==> src/bba_pkg.sv <==
// Shared constants, types and helpers for the block bitmap allocator.
`default_nettype none
package bba_pkg;

	localparam int unsigned NUM_BLOCKS = 8192;
	localparam int unsigned IDX_W      = 13;
	localparam int unsigned WORD_W     = 64;
	localparam int unsigned NUM_WORDS  = (NUM_BLOCKS + WORD_W - 1) / WORD_W;
	localparam int unsigned WORD_AW    = $clog2(NUM_WORDS);
	localparam int unsigned BIT_AW     = $clog2(WORD_W);
	localparam int unsigned BLK_AW     = WORD_AW + BIT_AW;
	localparam int unsigned CNT_W      = $clog2(NUM_WORDS + 1);

	localparam logic FUNC_ALLOC = 1'b0;
	localparam logic FUNC_FREE  = 1'b1;

	localparam logic STATUS_OK   = 1'b0;
	localparam logic STATUS_FULL = 1'b1;

	typedef struct packed {
		logic load;
		logic cnt_clr;
		logic cnt_inc;
		logic clr_wr;
		logic free_rd;
		logic scan_rd;
		logic free_wr;
		logic alloc_wr;
		logic res_free;
		logic res_alloc;
		logic res_full;
	} cmd_t;

	typedef struct packed {
		logic cnt_last;
		logic issued_all;
		logic s1_vld;
		logic s1_last;
		logic hit;
	} sts_t;

	// Blocks that always count as used: the first block and the last three.
	function automatic logic [WORD_W-1:0] rsv_mask(input logic [WORD_AW-1:0] waddr);
		logic [WORD_W-1:0] m;
		logic [31:0]       b;
		m = '0;
		for (int i = 0; i < int'(WORD_W); i++) begin
			b = 32'({waddr, BIT_AW'(i)});
			m[i] = (b == 32'd0) || ((b + 32'd3) >= 32'(NUM_BLOCKS));
		end
		return m;
	endfunction

endpackage
`default_nettype wire

==> src/bba_ctrl.sv <==
// Controller: clearing pass, free read-modify-write and allocate word scan.
`default_nettype none
module bba_ctrl (
	input  wire logic          clk,
	input  wire logic          arst_n,
	input  wire logic          start,
	input  wire logic          func,
	input  wire bba_pkg::sts_t sts,
	output bba_pkg::cmd_t      cmd,
	output logic               busy,
	output logic               done
);
	import bba_pkg::*;

	typedef enum logic [2:0] {
		ST_CLEAR,
		ST_IDLE,
		ST_FREE_RD,
		ST_FREE_WR,
		ST_SCAN
	} state_t;

	state_t state_q;
	state_t state_d;
	logic   done_q;
	logic   done_d;

	always_comb begin
		cmd     = '0;
		state_d = state_q;
		done_d  = 1'b0;
		unique case (state_q)
			ST_CLEAR: begin
				cmd.clr_wr  = 1'b1;
				cmd.cnt_inc = 1'b1;
				if (sts.cnt_last) begin
					state_d = ST_IDLE;
				end
			end
			ST_IDLE: begin
				if (start) begin
					cmd.load    = 1'b1;
					cmd.cnt_clr = 1'b1;
					state_d     = (func == FUNC_FREE) ? ST_FREE_RD : ST_SCAN;
				end
			end
			ST_FREE_RD: begin
				cmd.free_rd = 1'b1;
				state_d     = ST_FREE_WR;
			end
			ST_FREE_WR: begin
				cmd.free_wr  = 1'b1;
				cmd.res_free = 1'b1;
				done_d       = 1'b1;
				state_d      = ST_IDLE;
			end
			ST_SCAN: begin
				cmd.scan_rd = !sts.issued_all && !sts.hit;
				cmd.cnt_inc = cmd.scan_rd;
				if (sts.hit) begin
					cmd.alloc_wr  = 1'b1;
					cmd.res_alloc = 1'b1;
					done_d        = 1'b1;
					state_d       = ST_IDLE;
				end else if (sts.s1_vld && sts.s1_last) begin
					cmd.res_full = 1'b1;
					done_d       = 1'b1;
					state_d      = ST_IDLE;
				end
			end
			default: begin
				state_d = ST_IDLE;
			end
		endcase
	end

	always_ff @(posedge clk or negedge arst_n) begin
		if (!arst_n) begin
			state_q <= ST_CLEAR;
			done_q  <= 1'b0;
		end else begin
			state_q <= state_d;
			done_q  <= done_d;
		end
	end

	assign busy = (state_q != ST_IDLE);
	assign done = done_q;

endmodule
`default_nettype wire

==> config.mk <==
export PLATFORM = sky130hd
export DESIGN_NAME = bba_ctrl
export DESIGN_NICKNAME = d
export VERILOG_FILES = /design/src/bba_pkg.sv /design/src/bba_ctrl.sv
export SDC_FILE = /design/constraint.sdc
export NUM_CORES = 1
export LEC_CHECK = 0
export ABC_AREA = 1
export BUFFER_PORTS_ARGS = -buffer_cell sky130_fd_sc_hd__buf_4
export CAP_MARGIN = 20
export CORE_AREA = 2 2 39 41
export CTS_BUF_LIST = sky130_fd_sc_hd__clkbuf_8 sky130_fd_sc_hd__clkbuf_16
export CTS_CLUSTER_DIAMETER = 80
export CTS_CLUSTER_SIZE = 14
export DETAILED_ROUTE_END_ITERATION = 7
export DIE_AREA = 0 0 41 43
export GPL_TIMING_DRIVEN = 0
export SYNTH_ARGS = -nofsm -noshare
export SYNTH_HDL_FRONTEND = slang
export SYNTH_SLANG_ARGS = --single-unit
==> constraint.sdc <==
create_clock -name clk -period 1 [get_ports clk]
set_clock_uncertainty 0.15 [all_clocks]
set_input_delay 0.15 -clock clk [delete_from_list [all_inputs] [get_ports clk]]
set_output_delay 0.15 -clock clk [all_outputs]
set_load 0.02 [all_outputs]
# --- After elaboration in Yosys (flattened, before gate mapping) ---
# Index checks and enable logic that the tools add are counted.
totals:
  regBits: 4
  latch_bits: 0
  ram_bits: 0
  romBits: 0
  inputBits: 9
  mem_count: 0
classes:
  n_addsub: 0
  n_mul: 0
  n_div: 0
  n_lt_le_gt_ge: 0
  eq_ne: 8
  n_shift: 0
  n_mux: 20
  bitwise: 0
  reduce_logical: 6
op_table:
  columns: ["op", "count"]
  rows:
  - ["two-way mux 3 bit", 5]
  - ["one-hot mux 3 bit (4 select lines)", 1]
  - ["two-way mux 1 bit", 9]
  - ["equality test 3 x 2 -> 1 bit (second input constant)", 2]
  - ["two-way mux 2 bit", 3]
  - ["!= test 2 bit (second input constant)", 2]
  - ["one-hot mux 1 bit (2 select lines)", 2]
  - ["equality test 3 x 1 -> 1 bit (second input constant)", 1]
  - ["equality test 3 bit (second input constant)", 1]
  - ["zero test 3 bit", 1]
  - ["!= test 3 x 1 -> 1 bit (second input constant)", 1]
  - ["!= test 3 bit (second input constant)", 1]
  - ["AND reduction 3 bit", 1]
  - ["logical AND 1 bit", 2]
  - ["zero test 1 bit", 2]

# --- Logic depth before layout (Yosys ltp) ---
# Gate-level depths: netlist of run 1.
logic_depth:
  depth_word: 4
  depth_mapped: 6

# --- Least setup slack after synthesis of run 1 ---
# No wires, ideal clock.
synth_path:
  path_type: "register to output"
  startpoint: "register state_q[2]"
  endpoint: "output cmd[10] (netlist bit)"
  arrival_ps: 1370
  required_ps: 700
  slack_ps: -670
  path_stages_with_launch: 5
  n_path_buf: 1
  path_cell_list: "dfrtp_1 inv_2 nand3_1 nor2_1 buf_4"
synth_lines:
  columns: ["element", "line_no", "text"]
  rows:
  - ["start: declaration", "bba_ctrl.sv:23", "state_t state_q;"]
  - ["start signal: assignment", "bba_ctrl.sv:82", "state_q <= state_d;"]
  - ["end: declaration", "bba_ctrl.sv:9", "output bba_pkg::cmd_t cmd,"]

==> results of run 1 <==
[worst max-delay path: stages, from the launching register on]
cell and delay, ns:
dfrtp_2 0.44, nor2_4 0.14, nand2_4 0.09, nor2_4 0.10, buf_6 0.10, buf_6 0.10
[cells in the final DEF (no fill, tap or decap), drive strengths merged]
cell type / count
nor2: 13
nand3b: 1
buf: 38
or2: 1
inv: 7
dfrtp: 4
o22ai: 1
dlygate4sd3: 1
a21oi: 3
nand3: 3
nand2: 6
nand4: 2
clkbuf: 3
[cell usage after synthesis, types with 2 or more instances]
master and count:
dfrtp_1 4, nor2_1 12, inv_1 4, nand4_1 2, inv_2 2, nand2_1 4
nand2_2 2, a21oi_1 3, nand3_1 3, buf_4 3
[final cells by class]
class	count	area, um2
fillers	138	587
inverters	6	32.5
clock buffers	3	41.3
well taps	16	20.0
multi-input cells	30	243
repair buffers	36	323
plain buffers	3	30.0
flip-flops and latches	4	104
clock inverters	1	3.75
[power breakdown]
group	leakage, nW	switching, W	total, W	internal [W]
logic	0.322	0.000980	0.00202	0.00104
registers	0.0470	0.000108	0.000358	0.000251
clock network	0.0269	0.0000873	0.000349	0.000262
total	0.396	0.00117	0.00273	0.00156
[final timing paths]
| check | startpoint | endpoint |
|---|---|---|
| max | state_q[0] | cmd[3] |
| max reg2reg | state_q[0] | state_q[1] |
| min reg2reg | state_q[1] | state_q[2] |
| max in group asynchronous | arst_n | state_q[2] |
| min in group asynchronous | arst_n | state_q[1] |
| min | func | state_q[2] |
[sequential cells by signal, summed over array words and instances, names as in the netlist]
name / count
state_q: 3
done: 1
[kinds of logic after synthesis]
| family | count (synthesis) | synth area share, % |
|---|---|---|
| and+or+nand+nor | 26 | 41.9 |
| DFF | 4 | 34.9 |
| AOI/OAI and AO/OA | 4 | 7.42 |
| buffers and inverters | 9 | 15.7 |
[stage by stage]
step | TNS, ns | power [W]
after floorplan | -2.97 | 0.00114
after global placement | -3.77 | 0.00154
after detailed placement | -3.81 | 0.00154
after CTS | -6.13 | 0.00240
after global routing | -7.28 | 0.00291
final | -6.54 | 0.00273
[repair_timing]
item                                    in CTS  in global routing
hold buffers                                 1                  0
pin swaps                                    7                  7
hold endpoints to repair                     4                  0
endpoints found under the setup margin      17                 17
buffers inserted                             8                  6
gates resized for setup                     18                  9
[routing by layer]
| metal | global-route usage, % | vias up |
|---|---|---|
| met1 | 13.5 | 195 |
| met5 | 0 | - |
| met2 | 22.5 | 21 |
| li1 | - | 213 |
| met3 | 7.33 | 2 |
| met4 | 6.00 | 0 |
==> impl_metrics.yaml, run 1 <==
placed_design:
  dpl_cell_area_um2: 523
  preCtsSetupSlack_ns: -0.366
  place_congestion: 0.739
  port_buffers: 21
  dp_cells: 80
  dp_hpwl_um: 632
logic_synthesis:
  synth_area_leaders: "dfrtp_1, nor2_1, buf_4"
  synth.avg_cell_area_um2: 6.66
  netlist_instances: 43
  synth_flop_cell: "dfrtp_1"
  ys_async_sr_fraction_pct: 100
  syn_nets: 52
  ys.warnings.count: 0
  synth_top_area_cell: "dfrtp_1"
  synth.top_cell.area_share_pct: 34.9
  synth_area_um2: 287
  synth_cell_types: 14
  synth-edff-count: 0
  yosys_register_bits: 4
  seq_area_frac_synth_pct: 34.9
clocking:
  tritoncts: "built"
  root_buffer: "clkbuf_8"
  cts_inserted_buffers: 3
  clock_sinks: 4
  path_clk_slew_ns: 0.03
  h-tree-depth: 1
  clk_latency_ns: 0.22
  cts_buffer_depth: 2
sta:
  whs_ns: 0.0981
  hold_violations: 0
  fin_crit_ns: 1.49
  setup_violations: 17
  slew_violations: 0
  setup_slack_ns: -0.493
  slew_headroom_pct: 74.3
  timing.fmax_mhz: 670
  worst_pin_slew_ns: 0.385
  rsz0062_at_grt: "true"
  post-route-period-util_pct: 149
finish:
  stdcell_area_um2: 797
  final_util_pct: 57.6
  layout.cells.non_filler: 99
  drive_above_1_share_pct: 77.1
  syn_to_final_growth_pct: 178
  diodes: 0
  nets: 93
hold_path:
  hold_path_class: "in2reg"
  min_path_cells: 4
route:
  viasPerCell: 4.35
  drt_iter0_markers: 4
  wl_met3_um: 99
  dr.pass1.iters: 2
  routed_wl_mm: 1.13
  vias: 431
  wire_per_inst_um: 11.4
  antenna_left: 0
  wl_met1_um: 361
  route.detailed.drc: 0
  dr_wl_met2_um: 654
  top_layer_used: "met4"
global_route:
  grt_pass1_vias: 382
  grtUsageTotal_pct: 13.8
  grt_pass1_wl_mm: 1.55
  grt_max_degree: 5
  overflow: 0
  antenna_found_initial: 0
floorplanning:
  core-area_mm2: 0.00138
  dieArea_mm2: 0.00176
  pin_count: 22
  initial_core_util_pct: 20.7
  die_h_um: 43
  die_x_um: 41
  rows: 14
status:
  violations: "negative setup slack"
  status: "finished with violations"
power:
  power_density_mw_per_mm2: 3430
  vdd_drop_max_mv: 1.87
  leakagePower_nw: 0.396
setup_path:
  crit_path_start_kind: "flip-flop"
  regToRegSetupSlack_ns: -0.35
  crit_path_end_kind: "output port"
  criticalPathCategory: "reg2out"
  worstPathMaxFanout: 4
  cp.required_ns: 0.70
  ff2ff_path_depth: 6
  crit_arrival_ns: 1.19
flow_run:
  drv_cap: 0
(Power assumes the default switching activity.)
==> run 2: changes to the inputs <==
--- a/config.mk
+++ b/config.mk
@@ -15,6 +15,7 @@
 export DETAILED_ROUTE_END_ITERATION = 7
 export DIE_AREA = 0 0 41 43
 export GPL_TIMING_DRIVEN = 0
+export PLACE_DENSITY = 0.59
 export SYNTH_ARGS = -nofsm -noshare
 export SYNTH_HDL_FRONTEND = slang
 export SYNTH_SLANG_ARGS = --single-unit
==> run 2 against run 1 <==
  * The run still ends with negative setup slack left
  * Core utilization grew 2.0 points
  * Die area is the same
  * Sequential share of layout area shrank 0.59 points
  * Count of clock-buffer cells in the layout did not move
  * Flip-flop and latch count stayed put
  * Routed wire length shrank 0.62%
  * Final cell count grew 2.0%
  * Global-route usage is 1.8 points higher
  * First-iteration DRC count fell by 75%
  * Via count is 2.8% higher
  * Critical path type unchanged
  * Highest routed layer is now met3
==> impl_metrics.yaml, run 2 (synthesized netlist as in run 1, its figures left out) <==
setup_path:
  criticalPathCategory: "reg2out"
  critPathTopFamily: "flip-flops"
  slowest_delay_ns: 0.43
  crit_path_top_delay_cell: "dfrtp_2"
  crit_path_start_kind: "flip-flop"
  worstPathMaxFanout: 4
  crit_path_end_kind: "output port"
  crit_buf_inv: 2
  crit_arrival_ns: 1.19
  cp.required_ns: 0.70
  cp_cell_sequence: "nor2_4 -> nand2_4 -> nor2_4 -> buf_6 -> buf_6"
flow_run:
  drv_cap: 0
clocking:
  cts_buffer_depth: 2
  root_buffer: "clkbuf_8"
  h-tree-depth: 1
  clock_sinks: 4
  clk_latency_ns: 0.22
  cts_inserted_buffers: 3
  path_clk_slew_ns: 0.03
  tritoncts: "built"
sta:
  setup_slack_ns: -0.485
  timing.fmax_mhz: 673
  worst_pin_slew_ns: 0.284
  setup_violations: 17
  rsz0062_at_grt: "true"
  post-route-period-util_pct: 149
  whs_ns: 0.0880
  fin_crit_ns: 1.49
  slew_violations: 0
  hold_violations: 0
  setup_tns_ns: -6.17
  slew_headroom_pct: 81.1
finish:
  top_register: "state_q"
  diodes: 0
  syn_to_final_growth_pct: 188
  stdcell_area_um2: 825
  nFillCells: 128
  final_common_cell: "buf_4"
  largest_reg_flops: 3
  drive_above_1_share_pct: 75.3
  final_cell_mix: "buf_4, buf_6, nor2_4, nor2_1, inv_1"
  nets: 95
power:
  p_sw_w: 0.00121
  vdd_drop_max_mv: 1.75
  p_clk_share_pct: 12.3
  power_density_mw_per_mm2: 3430
  switching_share_pct: 42.7
  power_frac_seq_pct: 12.0
  leakagePower_nw: 0.418
  power.internal_w: 0.00162
  p_comb_share_pct: 75.6
global_route:
  grt_pass1_wl_mm: 1.82
  grtUsageTotal_pct: 15.6
  antenna_found_initial: 0
  overflow: 0
  grt_pass1_vias: 461
  grt_max_degree: 5
placed_design:
  place_congestion: 0.750
  dpl_cell_area_um2: 523
  dp_hpwl_um: 633
  port_buffers: 21
  preCtsSetupSlack_ns: -0.370
floorplanning:
  rows: 14
  die_h_um: 43
  initial_core_util_pct: 20.7
  pin_count: 22
  dieArea_mm2: 0.00176
  core-area_mm2: 0.00138
  die_x_um: 41
route:
  drt_iter0_markers: 1
  antenna_left: 0
  vias: 443
  routed_wl_mm: 1.12
  viasPerCell: 4.39
  dr.pass1.iters: 4
  route.detailed.drc: 0
  wire_per_inst_um: 11.1
hold_path:
  hold_path_class: "in2reg"
status:
  violations: "negative setup slack"
  status: "finished with violations"
-- run 2: cell count changes in the layout (fill, tap and decap cells not counted), sizes merged --
cell	previous run	this run
buf	38	40
-- run 2: area by class of cell --
type	count	area, um2	area share, %
Multi-Input combinational cell	30	241	29.3
Sequential cell	4	103	12.4
Inverter	6	32.5	3.95
Buffer	3	30.0	3.64
Clock inverter	1	3.75	0.455
Timing Repair Buffer	38	353	42.8
Clock buffer	3	41.3	5.01
Tap cell	16	20.0	2.43
-- run 2: power groups by stage --
stage	logic, W	clock network [W]	registers (W)
after floorplan	0.000795	0	0.000350
after global placement	0.00119	0	0.000343
after detailed placement	0.00120	0	0.000343
after CTS	0.00204	0.000358	0.000327
after global routing	0.00228	0.000375	0.000348
final	0.00214	0.000349	0.000340
-- run 2: routing by layer --
layer  vias up  GRT usage (%)  routed length, um
li1        222              -                  -
met1       198           15.2                363
met2        23           28.1                636
met3         0           4.71                123
met4         0           6.00                  0
met5         -              0                  0
-- run 2: final timing paths --
kind | start | slack (ns) | depth (start not counted) | to
worst max-delay path | state_q[1] | -0.49 | 5 | cmd[3]
worst min-delay path | func | 0.09 | 4 | state_q[2]
worst max register to register | state_q[0] | -0.30 | 6 | state_q[1]
worst min register to register | state_q[2] | 0.60 | 4 | done
max in group asynchronous | arst_n | 0.48 | 2 | state_q[1]
min in group asynchronous | arst_n | 0.11 | 2 | state_q[0]
-- run 2: per-stage QoR --
| step | std cells | util [%] | total power (W) |
|---|---|---|---|
| global route | 101 | 59.6 | 0.00300 |
| finish | 101 | 59.6 | 0.00283 |
| global placement | 80 | 37.8 | 0.00154 |
| CTS | 100 | 58.0 | 0.00273 |
| floorplan | 43 | - | 0.00114 |
| detailed placement | 80 | 37.8 | 0.00155 |
-- run 2: repair_timing --
| item | 4_1_cts | 5_1_grt |
|---|---|---|
| buffers inserted | 16 | 1 |
| endpoints found under the hold margin | 4 | 0 |
| pin swaps | 10 | 4 |
| setup endpoints to repair | 17 | 17 |
| cloned | 0 | 0 |
| hold buffers | 1 | 0 |
| resized for setup | 25 | 4 |
-- run 2: worst min-delay path, cell delays in order --
cell and delay [ns]:
buf_4 0.08, inv_1 0.04, nand4_1 0.10, a21oi_2 0.05
